==> config.mk <==
export PLATFORM = sky130hd
export DESIGN_NAME = cps_queue
export DESIGN_NICKNAME = d
export VERILOG_FILES = /design/src/cps_pkg.sv /design/src/cps_queue.sv
export SDC_FILE = /design/constraint.sdc
export NUM_CORES = 1
export LEC_CHECK = 0
export ABC_AREA = 1
export BUFFER_PORTS_ARGS = -buffer_cell sky130_fd_sc_hd__buf_4
export CAP_MARGIN = 10
export CELL_PAD_IN_SITES_DETAIL_PLACEMENT = 1
export CELL_PAD_IN_SITES_GLOBAL_PLACEMENT = 2
export CORE_MARGIN = 10
export CORE_UTILIZATION = 37
export DETAILED_ROUTE_END_ITERATION = 12
export GPL_TIMING_DRIVEN = 0
export PLACE_DENSITY = 0.72
export SLEW_MARGIN = 20
export SYNTH_ARGS = -nofsm -noshare
export SYNTH_HDL_FRONTEND = slang
export SYNTH_SLANG_ARGS = --single-unit
==> constraint.sdc <==
create_clock -name clk -period 2.65 [get_ports clk]
set_input_delay 0.53 -clock clk [delete_from_list [all_inputs] [get_ports clk]]
set_output_delay 0.53 -clock clk [all_outputs]
set_load 0.005 [all_outputs]
==> src/cps_pkg.sv <==
package cps_pkg;

  // Field widths of the stream words
  localparam int DUR_W  = 16;
  localparam int FIN_W  = 22;
  localparam int PIDX_W = 6;
  localparam int PRQ_W  = 7;

  // Saturation point of a finish time
  localparam logic [FIN_W-1:0] FIN_MAX = 22'h3FFFFF;

  // Command queue depth between front and back
  localparam int QDEPTH = 4;

  // Defaults for the top-level parameters
  localparam int MAX_COURSES_DEF   = 64;
  localparam int MAX_EDGES_DEF     = 256;
  localparam int DURATION_BITS_DEF = 16;

  typedef enum logic [1:0] {
    OP_HDR,
    OP_EDGE,
    OP_NOP
  } op_t;

  // Classified load command
  typedef struct packed {
    op_t               op;
    logic [DUR_W-1:0]  dur;
    logic [PIDX_W-1:0] pidx;
    logic              last;
  } cmd_t;

endpackage

==> src/cps_queue.sv <==
module cps_queue (
  input  logic          clk,
  input  logic          rst,
  input  logic          in_valid,
  output logic          in_ready,
  input  cps_pkg::cmd_t in_cmd,
  output logic          out_valid,
  input  logic          out_ready,
  output cps_pkg::cmd_t out_cmd
);

  localparam int PW = $clog2(cps_pkg::QDEPTH);
  localparam int CNTW = $clog2(cps_pkg::QDEPTH + 1);

  cps_pkg::cmd_t   slots [cps_pkg::QDEPTH];
  logic [PW-1:0]   wptr;
  logic [PW-1:0]   rptr;
  logic [CNTW-1:0] count;
  logic            push;
  logic            pop;

  assign in_ready  = count != CNTW'(cps_pkg::QDEPTH);
  assign out_valid = count != '0;
  assign out_cmd   = slots[rptr];
  assign push      = in_valid && in_ready;
  assign pop       = out_valid && out_ready;

  // Advance pointers and fill level
  always_ff @(posedge clk) begin
    if (rst) begin
      wptr  <= '0;
      rptr  <= '0;
      count <= '0;
    end else begin
      if (push) begin
        slots[wptr] <= in_cmd;
        wptr        <= PW'(wptr + 1'b1);
      end
      if (pop) begin
        rptr <= PW'(rptr + 1'b1);
      end
      if (push && !pop) begin
        count <= CNTW'(count + 1'b1);
      end else if (pop && !push) begin
        count <= CNTW'(count - 1'b1);
      end
    end
  end

endmodule

==> impl_metrics.ini <==
[worst_setup_path]
cp-start-kind = register
crit_type = reg2out
rr_endpoint = slots[3][16]
cp_max_fo = 10
critPathCaptureType = output port
reg2reg_slack_ns = 0.73
cp.required_ns = 2.12
r2r-start = count[0]
crit_arrival_ns = 1.54
ff2ff_path_depth = 5
cp-endpoint = out_cmd[7]

[clocking]
cts_setup_buffers = 0
cts_tree = done
cts_buffers = 9
clk_latency_ns = 0.34
clock_path_buffers = 2
cts_hold_buf = 0
root_buffer = clkbuf_16
htree_levels = 3
ctsResizeCount = 0
clock_sinks = 109
path_clk_slew_ns = 0.07

[worst_hold_path]
min_from = rst
hp-class = in2reg

[floorplan]
fp.dieW_um = 127
io_pins = 56
die_h_um = 127
die-area_um2 = 16200
start_util_pct = 37.6
core-area_um2 = 11400
num_rows = 39

[detailed_routing]
postRouteAntennaNets = 0
drtIter0Drc = 132
vias = 2651
drt-pass1-iter-count = 4
postRouteWirelength_mm = 9.97
vias_per_cell = 5.02
routedWlPerCell_um = 18.9
post-route-drc-count = 0

[synthesis]
synth_area_leader_cell = edfxtp_1
synth_top_area_share_pct = 70.3
synth-edff-count = 100
yosys_register_bits = 109
synth_top_flop_cell = edfxtp_1
synthArstFlopShare_pct = 0
syn_inst = 310
yosysMostFrequentCell = edfxtp_1
syn_area_um2 = 4270
synth.avg_cell_area_um2 = 13.8
syn_nets = 345
synthTopCellsByCount = 100 x edfxtp_1, 63 x nor2_1, 37 x o21ai_0
synth.distinct_cells = 23
yosysWarnings = 0
synth_top_cells_by_area = edfxtp_1 70%, nor2_1 5.5%, o21ai_0 4.3%
yosysSeqAreaShare_pct = 74.5

[power_and_ir_drop]
ir_drop_mv = 0.452
power-per-cell-area_nw_per_um2 = 905
p_leak_nw = 1.93

[global_route]
grt_pass1_vias = 2898
grt_max_degree = 18
grtUsageTotal_pct = 12.4
antenna_found_initial = 0
grt-ovfl-total = 0
grt_pass1_wl_mm = 15.6

[final_layout]
instances_no_fill = 528
nNetsFinal = 415
area_growth_pct = 24.9
layout-drive-gt1-share_pct = 28.8
diodes = 0
post-route-cell-area_um2 = 5340

[timing]
drv_slew = 0
max_freq_mhz = 483
hold_violations = 0
slew_headroom_pct = 67.4
hold_slack_ns = 0.377
fin_setup_tns_ns = 0
setup_slack_ns = 0.578
worstMarginPinSlew_ns = 0.488
rsz0062_at_grt = no
finalSetupViolCount = 0
period_share_pct = 78.2
skew_ns = 0.00619
finalWorstPathRequiredPeriod_ns = 2.07

[run_status]
outcome = finished, final reports clean

[place]
io_buffers = 55
dp_cells = 512
gp_congestion = 0.728
dp_worst_setup_slack_ns = 0.573
placed_area_um2 = 5000
dp_hpwl_mm = 6.82

[flow_run]
maxCapViolations = 0
worst min path at each step:
stage,end,slack (ns),cells after the start
after floorplan,register,0.46,2
after global placement,rptr[1],0.49,2
after detailed placement,rptr[1],0.51,2
after CTS,rptr[0],0.37,2
after global routing,slots[2][10],0.37,1
final,rptr[0],0.38,2
placed cells by master (no fill, tap or decap), types with 2 or more instances in the layout:
cell type  instances
clkbuf_8           2
nand2_2            3
o21ai_2           10
bufinv_16          2
o21ai_0           37
nand3_1            4
buf_6              6
buf_2              4
o21ai_1            4
o22ai_1           25
clkbuf_16          9
nor2_1            59
ha_1               5
nor2_4             5
dfxtp_1            9
edfxtp_1         100
nand2_1           12
inv_1             13
buf_4             60
a21oi_1            3
buf_16             4
power by group:
part | switching (mW) | internal [mW] | total [mW]
Clock | 0.582 | 0.881 | 1.46
Combinational | 0.720 | 0.562 | 1.28
Sequential | 0.0726 | 2.01 | 2.09
Total | 1.37 | 3.46 | 4.83
critical path, cell delays in order (launching register included):
cell	delay (ns)
dfxtp_1	0.52
inv_2	0.15
buf_6	0.17
o21ai_0	0.09
o22ai_1	0.11
buf_4	0.15
sequential cells by signal, indices dropped and copies added, names as in the netlist, named ones only:
register	flops
slots	100
count	3
rptr	2
wptr	2
metrics by stage:
step,power [mW],util [%]
final,4.83,47.0
after global routing,5.12,47.0
after CTS,4.91,47.0
after detailed placement,3.44,44.0
after global placement,3.38,42.8
after floorplan,2.80,-
per-layer routing:
metal | part of all wire, % | up-vias | GRT usage, %
met4 | 1.3 | 0 | 4.62
met2 | 50 | 53 | 21.0
met1 | 43 | 1320 | 14.7
met5 | 0 | - | 0
li1 | - | 1264 | -
met3 | 5.5 | 14 | 3.35
kinds of logic after synthesis:
group                    Yosys count  share of synthesized area (%)
flip-flops                       109                           74.5
AND/OR/NAND/NOR                   84                           7.94
AO/OA/AOI/OAI                     80                           11.1
buffers and inverters             30                           4.30
adder cells (fa/ha/maj)            6                           1.93
XOR/XNOR                           1                          0.205
area by class of cell:
cell class,count,area (µm²)
clock buffer,11,253
tap,143,179
multi-input combinational,171,936
clock inverter,5,81.3
buffer,15,125
timing repair buffer,59,523
fill,1143,6030
sequential,109,3180
inverter,15,58.8
Note: power is estimated with default switching activity, not from simulation.
