--- config.mk ---
export PLATFORM = sky130hd
export DESIGN_NAME = cps_front
export DESIGN_NICKNAME = d
export VERILOG_FILES = /design/src/cps_pkg.sv /design/src/cps_front.sv
export SDC_FILE = /design/constraint.sdc
export NUM_CORES = 1
export LEC_CHECK = 0
export BUFFER_PORTS_ARGS = -buffer_cell sky130_fd_sc_hd__buf_2
export CAP_MARGIN = 20
export CORE_MARGIN = 2
export CORE_UTILIZATION = 36
export CTS_CLUSTER_SIZE = 16
export DETAILED_ROUTE_END_ITERATION = 8
export PLACE_DENSITY = 0.74
export SETUP_SLACK_MARGIN = 0.05
export SLEW_MARGIN = 40
export SYNTH_ARGS = -nofsm -noshare
export SYNTH_HDL_FRONTEND = slang
export SYNTH_SLANG_ARGS = --single-unit
--- constraint.sdc ---
create_clock -name clk -period 2.75 [get_ports clk]
set_input_delay 0.55 -clock clk [delete_from_list [all_inputs] [get_ports clk]]
set_output_delay 0.55 -clock clk [all_outputs]
set_load 0.02 [all_outputs]
--- src/cps_pkg.sv ---
package cps_pkg;

  // Field widths of the stream words
  localparam int DUR_W  = 16;
  localparam int FIN_W  = 22;
  localparam int PIDX_W = 6;
  localparam int PRQ_W  = 7;

  // Saturation point of a finish time
  localparam logic [FIN_W-1:0] FIN_MAX = 22'h3FFFFF;

  // Command queue depth between front and back
  localparam int QDEPTH = 4;

  // Defaults for the top-level parameters
  localparam int MAX_COURSES_DEF   = 64;
  localparam int MAX_EDGES_DEF     = 256;
  localparam int DURATION_BITS_DEF = 16;

  typedef enum logic [1:0] {
    OP_HDR,
    OP_EDGE,
    OP_NOP
  } op_t;

  // Classified load command
  typedef struct packed {
    op_t               op;
    logic [DUR_W-1:0]  dur;
    logic [PIDX_W-1:0] pidx;
    logic              last;
  } cmd_t;

endpackage

--- src/cps_front.sv ---
module cps_front #(
  parameter int MAX_COURSES   = cps_pkg::MAX_COURSES_DEF,
  parameter int DURATION_BITS = cps_pkg::DURATION_BITS_DEF
) (
  input  logic          clk,
  input  logic          rst,
  input  logic          s_tvalid,
  output logic          s_tready,
  input  logic [31:0]   s_tdata,
  input  logic          s_tuser,
  input  logic          s_tlast,
  output logic          cmd_valid,
  input  logic          cmd_ready,
  output cps_pkg::cmd_t cmd
);

  localparam logic [cps_pkg::DUR_W-1:0] DMASK = (DURATION_BITS >= cps_pkg::DUR_W) ?
      {cps_pkg::DUR_W{1'b1}} : cps_pkg::DUR_W'((32'd1 << DURATION_BITS) - 32'd1);

  logic [cps_pkg::PRQ_W-1:0] prq;
  cps_pkg::cmd_t             cmd_next;

  assign s_tready = !cmd_valid || cmd_ready;
  assign prq      = s_tdata[28:22];

  // Classify the incoming word
  always_comb begin
    cmd_next.dur  = s_tdata[15:0] & DMASK;
    cmd_next.pidx = cps_pkg::PIDX_W'(prq - 7'd1);
    cmd_next.last = s_tlast;
    if (!s_tuser) begin
      cmd_next.op = cps_pkg::OP_HDR;
    end else if (prq != 7'd0 && prq <= cps_pkg::PRQ_W'(MAX_COURSES)) begin
      cmd_next.op = cps_pkg::OP_EDGE;
    end else begin
      cmd_next.op = cps_pkg::OP_NOP;
    end
  end

  // Hold one classified command
  always_ff @(posedge clk) begin
    if (rst) begin
      cmd_valid <= 1'b0;
    end else if (s_tvalid && s_tready) begin
      cmd_valid <= 1'b1;
      cmd       <= cmd_next;
    end else if (cmd_ready) begin
      cmd_valid <= 1'b0;
    end
  end

endmodule

==> flow_summary.toml <==
[logic_synthesis]
synth-seq-area-share_pct = 82.4
syn_avg_cell_area_um2 = 18.7
synthCells = 50
synthesis.area_um2 = 936
synth_nets = 90
yosysWarnings = 0
yosysUniqueCellTypes = 16
synth-seq-cells = 26

[power]
leakagePower_uw = 0.000588
vdd_ir_drop_max_mv = 0.304
power.density_nw_per_um2 = 605
power_uw = 799

[setup_path]
crit_buf_inv = 2
path_class = "reg2out"
reg2reg_slack_ns = 1.20
worstPathArrival_ns = 1.20
ff2ff_path_depth = 3
critPathTopFamily = "flip-flops"
crit_required_ns = 2.20
cp.depth = 3
worstPathMaxFanout = 3
cp-endpoint = "s_tready"
slowest_stage = "dfxtp_1"
slowest_delay_ns = 0.35
r2r-start = "cmd_valid$_SDFFE_PP0P_"
reg2reg_to = "cmd[8]$_DFFE_PP_"
startpoint = "cmd_valid$_SDFFE_PP0P_"
startpoint_type = "register"
critPathCaptureType = "primary output"
crit_chain = "nor2b_1 -> inv_1 -> buf_2"

[global_routing]
grt_pass1_wl_mm = 2.35
antenna_found_initial = 0
grt_pass1_vias = 558
grt_usage_pct = 11.6
globalRouteOverflowTotal = 0
grt_max_degree = 18

[clock_tree]
cts_buffers = 3
clk_root_buffer_cell = "clkbuf_4"
cts-htree-levels = 1
clock-sinks = 26
cts.clk_slew.worst_paths_ns = 0.13
hold_buffers = 0
cts_setup_buffers = 0
clk_latency_ns = 0.31
cts-resized-gates = 0
cts_tree = "done"
clk_path_buf_depth = 2

[cells_and_area]
multi_input_area_um2 = 161
num_antenna_cells = 0
drive_above_1_share_pct = 57.3
area_delta_synth_final_pct = 41.0
regArea_um2 = 771
nFillCells = 214
layout_commonest_cell = "buf_2"
layout_common_cells = "buf_2 (55), edfxtp_1 (25), inv_1 (4)"
instances_no_fill = 140
design_area_um2 = 1320
nets = 151

[placement]
dp_hpwl_mm = 1.44
placed_area_um2 = 1270
place_congestion = 0.574
portBuffers = 55
dp_cells = 136

[timing]
grt_setup_unrepaired = "no"
hold_viol = 0
setup_violations = 0
drv_slew = 0
fin_tns_setup_ns = 0
min_period_ns = 1.75
worst_pin_slew_ns = 0.456
fmax_mhz = 572
final.period_utilization_pct = 63.6
fin_skew_ns = 0.00106
maxSlewHeadroom_pct = 69.6

[route]
drt-total-wl_mm = 1.82
via_per_inst = 4.42
drtPass1Iterations = 4
wl_per_cell_um = 13.0
vias = 619
ant_nets = 0
route.detailed.drc = 0
dr.first_iter.drc_count = 13

[floorplanning]
row_count = 18
die-area_um2 = 3020
die_h_um = 55.0
start_util_pct = 37.8
die_x_um = 55.0
coreArea_um2 = 2480
ios = 65

[worst_hold_path]
hold_class = "in2reg"

[job]
cap_viol_max_count = 0

[run_status]
status = "complete, no violations"
state kept, by name, indices dropped and copies added (netlist names):
name / cells
cmd: 25
cmd_valid: 1
synth_stat cells, drive strengths merged:
cell type  instances  area, um^2
inv                4        15.0
nor3               2        15.0
xnor2              2        17.5
nand3              1        5.00
nor3b              1        7.51
edfxtp            25         751
nor2b              1        6.26
nand3b             1        11.3
nand2b             1        6.26
ha                 2        25.0
nand2              2        7.51
nor2               3        11.3
dfxtp              1        20.0
mux2i              2        20.0
xor2               2        17.5
how the worst min path moves through the flow:
stage	startpoint	to	cells past startpoint
floorplan	rst	cmd_valid$_SDFFE_PP0P_	1
global placement	cmd_valid$_SDFFE_PP0P_	cmd_valid$_SDFFE_PP0P_	3
detailed placement	cmd_valid$_SDFFE_PP0P_	cmd_valid$_SDFFE_PP0P_	3
CTS	s_tdata[6]	cmd[13]$_DFFE_PP_	1
global route	s_tdata[13]	cmd[20]$_DFFE_PP_	1
finish	s_tdata[0]	cmd[7]$_DFFE_PP_	1
area by class of cell:
| type | count | area share (%) |
|---|---|---|
| clock buffers | 3 | 1.71 |
| flip-flops and latches | 26 | 58.4 |
| clock inverters | 1 | 2.27 |
| repair buffers | 56 | 21.4 |
| multi-input cells | 20 | 12.2 |
| well taps | 30 | 2.84 |
| inverters | 4 | 1.14 |
report_power, final:
part / switching, uW / internal, uW
Clock: 105 / 147
Combinational: 52.8 / 34.9
Sequential: 3.90 / 455
cells by family (layout without fill, tap and decap cells):
| group | Yosys count | in the layout | synth area share, % |
|---|---|---|---|
| adder cells (fa/ha/maj) | 2 | 2 | 2.67 |
| XOR/XNOR | 4 | 4 | 3.74 |
| multiplexers | 2 | 2 | 2.14 |
| flip-flops | 26 | 26 | 82.4 |
| AND/OR/NAND/NOR | 12 | 12 | 7.49 |
| buffers and inverters | 4 | 64 | 1.60 |
through the flow:
| stage | setup WS (ns) | utilization, % | hold WS, ns |
|---|---|---|---|
| 2_1_floorplan | 0.697 | - | 0.622 |
| 3_3_place_gp | 1.00 | 51.2 | 0.621 |
| 3_5_place_dp | 0.951 | 51.2 | 0.672 |
| 4_1_cts | 0.972 | 53.3 | 0.391 |
| 5_1_grt | 0.891 | 53.3 | 0.378 |
| 6_report | 1.00 | 53.3 | 0.405 |
layer usage:
layer	GRT usage, %	part of all wire [%]
met1	10.6	34
met2	22.6	51
met3	2.69	14
met4	7.32	1.1
met5	0	0
(Power assumes the default switching activity.)
